===== src/hdl/lcw_pkg.sv =====
// shared types and constants for the format80 decompressor
package lcw_pkg;

  localparam int OUT_SIZE = 65536;
  localparam int POS_W    = 17;
  localparam int HIST_AW  = 16;

  localparam int IQ_DEPTH = 4;
  localparam int IQ_AW    = $clog2(IQ_DEPTH);
  localparam int IQ_LW    = $clog2(IQ_DEPTH + 1);

  localparam int OQ_DEPTH = 4;
  localparam int OQ_AW    = $clog2(OQ_DEPTH);
  localparam int OQ_LW    = $clog2(OQ_DEPTH + 1);

  typedef enum logic [1:0] {
    ACT_BYTE  = 2'd0,
    ACT_TICK  = 2'd1,
    ACT_START = 2'd2,
    ACT_NOP   = 2'd3
  } act_t;

  typedef enum logic [2:0] {
    ST_NONE       = 3'd0,
    ST_BYTE       = 3'd1,
    ST_REFUSED    = 3'd2,
    ST_END        = 3'd3,
    ST_UNWRITTEN  = 3'd4,
    ST_OVERFLOW   = 3'd5
  } status_t;

  typedef struct packed {
    act_t       kind;
    logic [7:0] data;
  } item_t;

  typedef struct packed {
    status_t          status;
    logic [7:0]       data;
    logic [POS_W-1:0] pos;
  } result_t;

endpackage


===== src/hdl/lcw_front.sv =====
// input queue that accepts and classifies incoming words
module lcw_front
  import lcw_pkg::*;
(
  input  logic       clk,
  input  logic       rst,
  input  logic       push,
  output logic       full,
  input  logic [1:0] action,
  input  logic [7:0] in_byte,
  output logic       item_valid,
  output item_t      item,
  input  logic       item_pop
);

  item_t            slots [IQ_DEPTH];
  logic [IQ_AW-1:0] wr_ptr;
  logic [IQ_AW-1:0] rd_ptr;
  logic [IQ_LW-1:0] level;
  logic             wr;
  logic             rd;
  item_t            incoming;

  always_comb begin
    incoming.data = in_byte;
    unique case (action)
      ACT_BYTE:  incoming.kind = ACT_BYTE;
      ACT_TICK:  incoming.kind = ACT_TICK;
      ACT_START: incoming.kind = ACT_START;
      default:   incoming.kind = ACT_NOP;
    endcase
  end

  assign full       = (level == IQ_LW'(IQ_DEPTH));
  assign item_valid = (level != '0);
  assign item       = slots[rd_ptr];
  assign wr         = push && !full;
  assign rd         = item_pop && item_valid;

  always_ff @(posedge clk) begin
    if (wr) begin
      slots[wr_ptr] <= incoming;
    end
  end

  always_ff @(posedge clk) begin
    if (rst) begin
      wr_ptr <= '0;
      rd_ptr <= '0;
      level  <= '0;
    end else begin
      if (wr) begin
        wr_ptr <= wr_ptr + 1'b1;
      end
      if (rd) begin
        rd_ptr <= rd_ptr + 1'b1;
      end
      case ({wr, rd})
        2'b10:   level <= level + 1'b1;
        2'b01:   level <= level - 1'b1;
        default: level <= level;
      endcase
    end
  end

endmodule


===== config.mk =====
export PLATFORM = sky130hd
export DESIGN_NAME = lcw_front
export DESIGN_NICKNAME = d
export VERILOG_FILES = /design/src/hdl/lcw_pkg.sv /design/src/hdl/lcw_front.sv
export SDC_FILE = /design/constraint.sdc
export NUM_CORES = 1
export LEC_CHECK = 0
export BUFFER_PORTS_ARGS = -buffer_cell sky130_fd_sc_hd__buf_2
export CAP_MARGIN = 40
export CORE_ASPECT_RATIO = 1.25
export CORE_UTILIZATION = 55
export DETAILED_ROUTE_END_ITERATION = 8
export GPL_ROUTABILITY_DRIVEN = 0
export GPL_TIMING_DRIVEN = 0
export PLACE_DENSITY = 0.77
export SLEW_MARGIN = 40
export SYNTH_ARGS = -nofsm -noshare
export SYNTH_HDL_FRONTEND = slang
export SYNTH_SLANG_ARGS = --single-unit

===== constraint.sdc =====
create_clock -name clk -period 3.65 [get_ports clk]
set_input_delay 0.9125 -clock clk [delete_from_list [all_inputs] [get_ports clk]]
set_output_delay 0.9125 -clock clk [all_outputs]
set_load 0.01 [all_outputs]

# Word level (Yosys, flattened, before mapping)
# Memories as Yosys holds them, arrays and structs flattened. A register that Yosys moved wholly into a read port is not among the register bits.
# Index checks and enable logic that the tools add are counted.
word_totals:
  elab_cells: 25
  ramBits: 40
  in_bits: 14
  output_inout_bits: 12
  n_memories: 1
  regBits: 7
memory_table:
  columns: ["name", "words", "word_bits", "rd", "rd_clocked_by_memory_dff", "wr", "line_no", "source"]
  rows:
  - ["slots", 4, 10, 1, 1, 1, "lcw_front.sv:16", "item_t slots [IQ_DEPTH];"]
op_classes:
  reduce_logical: 6
  add_sub_neg: 4
  n_mux: 6
  n_eq_ne: 5
ops:
  columns: ["op", "n"]
  rows:
  - ["one-hot mux 2 bit (3 select lines)", 1]
  - ["one-hot mux 3 bit (2 select lines)", 1]
  - ["adder 2 x 1 -> 2 bit (second input constant)", 2]
  - ["== test 2 x 1 -> 1 bit (second input constant)", 2]
  - ["== test 2 bit (second input constant)", 2]
  - ["2-to-1 mux 2 bit", 2]
  - ["adder 3 x 1 -> 3 bit (second input constant)", 1]
  - ["== test 3 bit (second input constant)", 1]
  - ["nonzero test 3 bit", 1]
  - ["subtractor 3 x 1 -> 3 bit (second input constant)", 1]
  - ["logical AND 1 bit", 2]
  - ["logical NOT 2 bit", 1]
  - ["2-to-1 mux 1 bit", 2]
  - ["nonzero test 2 bit", 1]
  - ["logical NOT 1 bit", 1]

# Longest topological paths before layout
depth:
  depth_word: 5
  mapped_depth: 9
  ltp_nobuf: 9

# Worst setup path after synthesis
# OpenSTA, ideal clock, no wires.
synth_path:
  path_type: "input to register"
  startpoint: "input push"
  endpoint: "register level[2]"
  path_buffers: 0
  t_arrival_ps: 2220
  setup_ps: 70
  slack_ps: 1360
  stages: 9
  t_required_ps: 3580
  cell_sequence: "inv_2 nor2_2 inv_1 ha_1 inv_1 fa_1 xor2_1 or3_1 a21oi_1"
synth_between:
  elab_chain_len: 3
  elab_cells_between_ends: 5
  cone_classes: "eq/ne (2); mux (1); reduce/logical (2)"
synth_lines:
  columns: ["element", "line_no", "source"]
  rows:
  - ["start: declaration", "lcw_front.sv:7", "input logic push,"]
  - ["logical AND 1 bit (*)", "lcw_front.sv:37", "assign wr = push && !full;"]
  - ["== test 2 x 1 -> 1 bit or == test 2 bit (tied branches)", "lcw_front.sv:58", "case ({wr, rd})"]
  - ["one-hot mux 3 bit (2 select lines) or nonzero test 2 bit (tied branches)", null, null]
  - ["end signal: assignment", "lcw_front.sv:59", "2'b10: level <= level + 1'b1;"]
  - ["end signal: assignment", "lcw_front.sv:60", "2'b01: level <= level - 1'b1;"]
  - ["end signal: assignment", "lcw_front.sv:61", "default: level <= level;"]
  - ["end: declaration", "lcw_front.sv:19", "logic [IQ_LW-1:0] level;"]
# Mark *: on every way between the ends. The rest lies on a longest branch, timed or not.
# A chain may end at the register's enable or synchronous reset.

==> run metrics <==
status completed; post-synthesis net count 126; CP required 2.74 ns; initial antenna violation count 0; clk_lat worst skew 0.30 ns; Slew headroom 64.1%; Post-CTS Setup Bufs 0; Worst-Margin Slew 0.538 ns; Iter 0 DRT Violations 22; syn_area_per_cell 18.2 um^2; period utilization 66.4%; via count 957; design area 2190 um^2; WP buf/inv 2; Post-synth EDFFs 40; Mapped Area 1920 um^2; Die X 54.9 um; Post-CTS Hold Buffers 0; Synth cell types 24; nature of the critical path endpoint output port; Synth area leaders edfxtp_1 62%, mux4_2 12%, dfxtp_1 9.4%, ha_1 3.3%, xor2_1 1.4%; largest net degree at the start of global routing 16; DR vias/cell 5.53; slowest stage cell on the critical path mux4_2; Sink Count 49; min Tclk post-route 2.42 ns; Yosys top cell by area edfxtp_1; layout cells sized above 1 32.4%; Fmax 0.413 GHz; Syn Inst Count 106; remaining global-route overflow 0; Critical Path AT 1.51 ns; Max FO, Critical Path 10; max cap viols 0; Total Routed Length 2920 um; Peak supply drop 0.000515 V; total global routing track utilization 18.7%; Yosys top cell area share 62.4%; Final Hold Viols 0; row count 23; global-route wire length before repair 4560 um; FILL cells 234; initial core utilization 58.7%; vias in the first global route 973; Nets 155; Worst Skew 0.00761 ns; Async S/R FF share, synth 0%; Seq/Total Area, Yosys 71.8%; P per Cell Area 660 nW/um^2; port bufs 22; area grow syn2layout 13.8%; RSZ-0062 raised after global routing false; PostCTS Resize Cnt 0; Fin Setup TNS 0 ns; number of remaining DRC errors 0; placed cell area 2080 um^2; Inserted Diodes 0; synth warn 0; Die Y 68.1 um; # setup viols final 0; Num CTS Buffers 5; Hold Path Class reg2reg; slowest cell delay on critical path 0.53 ns; CTS tree done; H-tree levels 2; Worst path top cell family by delay multiplexers; dpl hpwl 2020 um; flops & latches, synth 49; max-slew violations 0; I/O Pins 26; leakage 0.000779 uW; Placeable Area 3280 um^2; clock buffer depth 2; CTS clk-pin slew, worst paths 0.08 ns; Routed Antenna Nets 0; routed length per instance 16.8 um; clk root buf clkbuf_8; Critical Path Start Type flop; drt pass-1 iters 4; total die area 3740 um^2; top_reg_cell synth edfxtp_1; cells along the critical path buf_4 > mux4_2 > buf_2; Crit Path Category reg2out
-- sequential cells by signal, indices dropped and copies added, names as in the netlist, named ones only --
signal / cells
level: 3
slots: 40
rd_ptr: 2
wr_ptr: 2
-- cell families (layout without fill, tap and decap cells) --
logic type      Yosys count  after routing  share of synthesized area, %
fa+ha+maj                 6              6                          4.29
simple gates             17             17                          5.07
mux                      11             11                          12.2
buf+inv                  12             42                          2.60
xor+xnor                  4              4                          1.82
flops                    49             49                          71.8
compound gates            7              7                          2.21
-- final timing paths --
kind / endpoint / startpoint / slack (ns) / depth (start not counted)
setup reg to reg: level[2] / level[2] / 1.44 / 9
hold reg to reg: wr_ptr[1] / wr_ptr[1] / 0.53 / 2
setup / recovery: item[2] / flop / 1.23 / 3
hold / removal: wr_ptr[1] / wr_ptr[1] / 0.53 / 2
-- placed cells by master (no fill, tap or decap), drive strengths merged, types with 2 or more instances in the layout --
cell,n
a21oi,3
and2,4
buf,24
clkbuf,8
dfxtp,9
edfxtp,40
ha,5
inv,7
mux4,10
nand2b,2
nor2,7
o21ai,2
or3,3
xor2,3
-- power breakdown --
part	leakage [uW]	switching, uW	internal (uW)	total, uW
Sequential	0.000441	34.3	674	709
Clock	0.0000518	165	201	366
Combinational	0.000286	187	185	372
Total	0.000779	386	1060	1450
-- synth_stat cells, drive strengths merged (2+ instances only) --
cell and count:
or3 3, dfxtp 9, o21ai 2, clkbuf 3, nand2b 2, edfxtp 40, xor2 3, inv 7
buf 2, ha 5, mux4 10, a21oi 3, nor2 7, and2 4
-- worst min-delay path, stage by stage, from the launching register on --
cell and delay (ns):
dfxtp_1 0.35, nand2b_1 0.08, mux2i_1 0.06
-- layout make-up --
type / count / area, um^2 / share of cell area (%)
sequential: 49 / 1380 / 63.0
multi-input combinational: 45 / 493 / 22.5
timing repair buffer: 22 / 110 / 5.03
inverter: 7 / 26.3 / 1.20
clock buffer: 5 / 68.8 / 3.14
buffer: 5 / 23.8 / 1.09
tap: 37 / 46.3 / 2.11
clock inverter: 3 / 41.3 / 1.88
-- metal layers --
| metal | vias to the layer above | wire (um) | GRT usage (%) |
|---|---|---|---|
| met2 | 26 | 1610 | 31.6 |
| met3 | 3 | 110 | 4.67 |
| li1 | 456 | - | - |
| met1 | 472 | 1160 | 20.8 |
| met5 | - | 0 | 0 |
| met4 | 0 | 35 | 10.6 |
-- through the flow --
step	instances	util [%]	total power, uW	setup slack (ns)	hold WS (ns)
after global routing	173	66.8	1530	1.15	0.583
final	173	66.8	1450	1.23	0.534
after CTS	173	66.8	1460	1.19	0.533
after detailed placement	165	63.4	1100	1.13	0.517
after floorplan	106	-	984	1.36	0.482
after global placement	165	63.4	1080	1.20	0.498
No activity file was read; power rests on OpenSTA's default activity.
