### config.mk
export PLATFORM = sky130hd
export DESIGN_NAME = lcw_outq
export DESIGN_NICKNAME = d
export VERILOG_FILES = /design/src/hdl/lcw_pkg.sv /design/src/hdl/lcw_outq.sv
export SDC_FILE = /design/constraint.sdc
export NUM_CORES = 1
export LEC_CHECK = 0
export ABC_AREA = 0
export BUFFER_PORTS_ARGS = -buffer_cell sky130_fd_sc_hd__buf_2
export CORE_ASPECT_RATIO = 1.1
export CORE_MARGIN = 4
export CORE_UTILIZATION = 51
export DETAILED_ROUTE_END_ITERATION = 7
export GPL_ROUTABILITY_DRIVEN = 0
export PLACE_DENSITY = 0.69
export SYNTH_ARGS = -nofsm -noshare
export SYNTH_HDL_FRONTEND = slang
export SYNTH_SLANG_ARGS = --single-unit
### constraint.sdc
create_clock -name clk -period 2.2 [get_ports clk]
set_input_delay 0.44 -clock clk [delete_from_list [all_inputs] [get_ports clk]]
set_output_delay 0.44 -clock clk [all_outputs]
set_load 0.01 [all_outputs]
### src/hdl/lcw_pkg.sv
// shared types and constants for the format80 decompressor
package lcw_pkg;

  localparam int OUT_SIZE = 65536;
  localparam int POS_W    = 17;
  localparam int HIST_AW  = 16;

  localparam int IQ_DEPTH = 4;
  localparam int IQ_AW    = $clog2(IQ_DEPTH);
  localparam int IQ_LW    = $clog2(IQ_DEPTH + 1);

  localparam int OQ_DEPTH = 4;
  localparam int OQ_AW    = $clog2(OQ_DEPTH);
  localparam int OQ_LW    = $clog2(OQ_DEPTH + 1);

  typedef enum logic [1:0] {
    ACT_BYTE  = 2'd0,
    ACT_TICK  = 2'd1,
    ACT_START = 2'd2,
    ACT_NOP   = 2'd3
  } act_t;

  typedef enum logic [2:0] {
    ST_NONE       = 3'd0,
    ST_BYTE       = 3'd1,
    ST_REFUSED    = 3'd2,
    ST_END        = 3'd3,
    ST_UNWRITTEN  = 3'd4,
    ST_OVERFLOW   = 3'd5
  } status_t;

  typedef struct packed {
    act_t       kind;
    logic [7:0] data;
  } item_t;

  typedef struct packed {
    status_t          status;
    logic [7:0]       data;
    logic [POS_W-1:0] pos;
  } result_t;

endpackage

### src/hdl/lcw_outq.sv
// result queue in front of the output ports
module lcw_outq
  import lcw_pkg::*;
(
  input  logic             clk,
  input  logic             rst,
  input  logic             res_valid,
  input  result_t          res,
  output logic [OQ_LW-1:0] level,
  output logic             empty,
  input  logic             pop,
  output result_t          head
);

  result_t          slots [OQ_DEPTH];
  logic [OQ_AW-1:0] wr_ptr;
  logic [OQ_AW-1:0] rd_ptr;
  logic             rd;

  assign empty = (level == '0);
  assign head  = slots[rd_ptr];
  assign rd    = pop && !empty;

  always_ff @(posedge clk) begin
    if (res_valid) begin
      slots[wr_ptr] <= res;
    end
  end

  always_ff @(posedge clk) begin
    if (rst) begin
      wr_ptr <= '0;
      rd_ptr <= '0;
      level  <= '0;
    end else begin
      if (res_valid) begin
        wr_ptr <= wr_ptr + 1'b1;
      end
      if (rd) begin
        rd_ptr <= rd_ptr + 1'b1;
      end
      case ({res_valid, rd})
        2'b10:   level <= level + 1'b1;
        2'b01:   level <= level - 1'b1;
        default: level <= level;
      endcase
    end
  end

`ifndef NO_ASSERTIONS
  a_no_overrun: assert property (@(posedge clk) disable iff (rst)
    res_valid |-> (level != OQ_LW'(OQ_DEPTH)))
    else $error("result queue overrun");
`endif

endmodule

### Yosys cells after proc, flatten, opt, wreduce, memory -nomap -nowiden

Memories as Yosys holds them, arrays and structs flattened. A register that Yosys moved wholly into a read port is not among the register bits.
Cells that the tools add are included.

| cells by class | value |
|---|---|
| $add $sub $neg | 4 |
| equal/unequal tests | 2 |
| mux-type cells | 5 |
| reduce and logical (&&, ||, !) cells | 4 |

Operators by type and width:

| kind | number |
|---|---|
| $pmux W3 S2 | 1 |
| $add A2 B1 Y2 const B | 2 |
| $mux W2 | 2 |
| $add A3 B1 Y3 const B | 1 |
| $logic_not A3 Y1 | 1 |
| $sub A3 B1 Y3 const B | 1 |
| $eq A2 B1 Y1 const B | 1 |
| $eq A2 B2 Y1 const B | 1 |
| $mux W1 | 2 |
| $reduce_bool A2 Y1 | 1 |
| $logic_and A1 B1 Y1 | 1 |
| $logic_not A1 Y1 | 1 |

| word-level totals | value |
|---|---|
| flip-flop bits (word level) | 7 |
| RAM bits | 112 |
| input port bits | 32 |
| logic and storage cells | 19 |
| memories | 1 |

Memory list:

| memory | words | width | rd ports | clocked after Yosys merged registers in | write ports | RTL line | RTL |
|---|---|---|---|---|---|---|---|
| slots | 4 | 28 | 1 | 1 | 1 | lcw_outq.sv:15 | `result_t slots [OQ_DEPTH];` |

### Logic depth before layout (Yosys ltp)

| logic depth | value |
|---|---|
| word-level depth | 5 |
| gate-level depth with buffers | 8 |
| gate-level depth less buffers | 8 |

### Least setup slack after synthesis

No wires, ideal clock.

| timing | value |
|---|---|
| path type | register to register |
| start point | reg level[0] |
| end point | reg level[2] |
| library setup time | 70 ps |
| arrival time | 1744 ps |
| slack | 386 ps |
| cell stages (with the launch flop) | 9 |
| period minus slack after synthesis | 1814 ps |
| path through | dfxtp_1 -> o31ai_1 -> inv_1 -> ha_1 -> inv_1 -> fa_1 -> xor2_1 -> or3_1 -> a21oi_1 |

| between the ends | value |
|---|---|
| word-level cells in the longest chain between the ends | 5 |

RTL lines:

| what | RTL line | RTL |
|---|---|---|
| start, declared | lcw_outq.sv:9 | `output logic [OQ_LW-1:0] level,` |
| start signal, assigned | lcw_outq.sv:43 | `2'b10: level <= level + 1'b1;` |
| start signal, assigned | lcw_outq.sv:44 | `2'b01: level <= level - 1'b1;` |
| start signal, assigned | lcw_outq.sv:45 | `default: level <= level;` |
| $logic_not A3 Y1 (*) | lcw_outq.sv:20 | `assign empty = (level == '0);` |
| $logic_not A1 Y1 (*) | lcw_outq.sv:22 | `assign rd = pop && !empty;` |
| $logic_and A1 B1 Y1 (*) | lcw_outq.sv:22 |  |
| net rd | lcw_outq.sv:18 | `logic rd;` |
| $eq A2 B1 Y1 or $eq A2 B2 Y1 (tied branches) | lcw_outq.sv:42 | `case ({res_valid, rd})` |
| $pmux W3 S2 or $reduce_bool A2 Y1 (tied branches) | n/a |  |

The timed path passes the listed nets; every way through them passes the cells marked *.
A chain may end at the register's enable or synchronous reset.

==> summary.md <==
| Metric | Value |
|---|---|
| Buf/Inv on CP | `3` |
| Share of layout cells above drive strength 1 | `between 40% and 50%` |
| Setup Skew | `about 6.2 ps` |
| Core area | `between 8000 and 9000 sq um` |
| Die area | `between 10,000 and 15,000 sq um` |
| Hold Crit Class | `primary input to flip-flop` |
| CTS H-tree lvls | `4` |
| Slowest-stage cell, CP | `mux4_2` |
| Slowest cell delay on critical path | `540 ps` |
| Initial Util | `a little over half` |
| Avg Synthesized Cell Area | `23.2 sq um` |
| CTS tree | `yes` |
| Largest net degree at the start of global routing | `24` |
| CP top delay family | `multiplexers` |
| Most common cell after layout, fill and taps aside | `edfxtp_1` |
| CTS buffer count | `17` |
| Root Buffer | `clkbuf_8` |
| Clock transition at path regs | `about 50 ps` |
| Crit path required time | `approximately 1800 ps` |
| Final worst slack | `-48.3 ps` |
| CP arrival | `1810 ps` |
| Drt via density | `between 5 and 6` |
| Post-DRT Antenna Nets | `0` |
| VDD IR-drop max | `655 uV` |
| Final setup violation count | `28` |
| GRT Overall Usage | `between 15 and 20%` |
| Final Cycle Share | `102%` |
| RSZ-0062 raised after global routing | `true` |
| Crit path max fanout | `6` |
| Global-route wire length before repair | `around 13,000 um` |
| Cell Rows | `35` |
| Congestion Overflow GR | `0` |
| CP startpoint kind | `flip-flop` |
| Synthesized flop and latch total | `~120` |
| Cell Chain, Critical Path | `buf_12 -> buf_12 -> mux4_2 -> buf_6` |
| Sequential share of the synthesized area | `roughly four fifths` |
| Syn_nets | `233` |
| Iteration-0 DRC count of the detailed router | `around 160` |
| Wl on met1 | `3310 um` |
| Max Fclk | `approximately 0.44 GHz` |
| Vias | `about 2,200` |
| I/O Pins | `64` |
| Vias in the first global route | `2,304` |
| Clock latency at the later pin of the worst-skew pair | `about 500 ps` |
| Die Width | `roughly 98 um` |
| YS warnings | `0` |
| Area after DPL | `between 5000 and 6000 sq um` |
| Max-cap violations | `0` |
| Max clock buf depth | `2` |
| Met2 WL | `roughly 4200 um` |
| CTS Sinks | `between 100 and 150` |
| Post-Syn Instances | `195` |
| Minimum clock period | `between 2000 and 2500 ps` |
| Top routing layer used | `met4` |
| Pwr Density | `1150 nW/um^2` |
| Synth cell types | `22` |
| Initial antenna violation count | `0` |
| Fin nets | `321` |
| Most frequent cells in the layout | `edfxtp_1 (112), buf_2 (40), mux4_2 (28), buf_6 (23), clkbuf_16 (16)` |
| LEAKAGE | `between 2 and 2.5 nW` |
| CP endpoint kind | `primary output` |
| Drt drc | `0` |
| Slew Limit Fails | `0` |
| WL/cell | `slightly below 20 um` |
| Die height | `roughly 110 um` |
| Most common cell on crit path | `buf_12` |
| Area delta synth->final | `29.1%` |
| # diodes | `0` |
| Failing checks | `negative setup slack` |
| Worst slew margin | `roughly 73%` |
| Iteration count of the initial detailed-routing pass | `4` |
| Mapped Area | `around 4500 sq um` |
| DRT Wirelength | `between 8000 and 9000 um` |
| Hold Vio Cnt, Final | `0` |
| Fin area | `roughly 5900 sq um` |
| Critical setup path kind | `flip-flop to primary output` |
| # hold bufs at CTS | `0` |
| Overall Power | `~6.7 mW` |
| Least-Margin Pin Slew | `between 400 and 500 ps` |
| DP Wirelength | `about 5000 um` |
| Status | `finished, violations left` |
| Met3 wire len | `354 um` |
| Port bufs | `63` |
[layer usage]
layer	vias to the layer above	global-route usage, %
met2	64	27.4
li1	977	-
met1	1102	20.9
met5	-	0
met3	12	5.60
met4	0	7.12
[synthesized netlist by cell type (all sizes together)]
cell type	number	area share, %
edfxtp	112	74
mux4	28	15
dfxtp	9	4.0
inv	7	0.58
nor2	7	0.58
buf	6	1.5
ha	5	1.4
and2	4	0.55
a21oi	3	0.33
xor2	3	0.58
o21ai	2	0.22
or3	2	0.28
clkbuf	1	0.083
fa	1	0.44
mux2i	1	0.22
nand2	1	0.083
nor3	1	0.11
o31ai	1	0.17
xnor2	1	0.19
[through the flow]
stage	setup TNS, ps	std cells	worst slack, ps	hold WS, ps	utilization [%]
floorplan	0	195	386	459	-
global placement	0	369	299	484	59.2
detailed placement	0	369	219	485	59.2
CTS	-2140	407	-99.6	123	68.5
global route	-2660	407	-126	126	68.5
finish	-776	407	-48.3	149	68.5
[worst paths after layout]
kind	startpoint	endpoint	slack [ps]	depth (start not counted)
worst max-delay path	flip-flop	head[6]	-50	4
worst min register to register	rd_ptr[1]	flip-flop	490	2
worst min-delay path	res[17]	slots[2][17]	150	1
worst max register to register	level[2]	level[2]	290	8
[flip-flops by register name, indices dropped and copies added, names as in the netlist, named ones only]
signal,flops
slots,112
level,3
rd_ptr,2
wr_ptr,2
[logic make-up (layout without fill, tap and decap cells)]
group           Yosys count  count (layout)  synth area share, %
fa+ha+maj                 6               6                 1.82
xor+xnor                  4               4                0.773
simple gates             15              15                 1.60
buf+inv                  14             115                 2.13
compound gates            6               6                0.718
flops                   121             121                 78.2
mux                      29              29                 14.8
[report_power, final]
group,switching (mW),internal (mW)
clock network,0.881,1.60
logic,0.620,0.873
registers,0.0810,2.67
[worst reg2reg max path, cell delays in order (launching register included)]
cell	delay [ps]
dfxtp_1	390
o31ai_1	130
inv_1	70
ha_1	180
inv_1	60
fa_1	370
xor2_1	160
or3_1	300
a21oi_1	170
[what timing repair did]
action	4_1_cts	5_1_grt
gates cloned	3	0
endpoints found under the hold margin	0	0
setup buffers	3	1
gates resized for setup	33	5
endpoints found under the setup margin	27	28
[area by class of cell]
class                           instances  area, sq um
Timing Repair Buffer                   76          717
Tap cell                              111          139
Fill cell                             548         2690
Clock buffer                           24          480
Inverter                                7         26.3
Clock inverter                          8         71.3
Sequential cell                       121         3550
Multi-Input combinational cell         60          868
(Power assumes the default switching activity.)
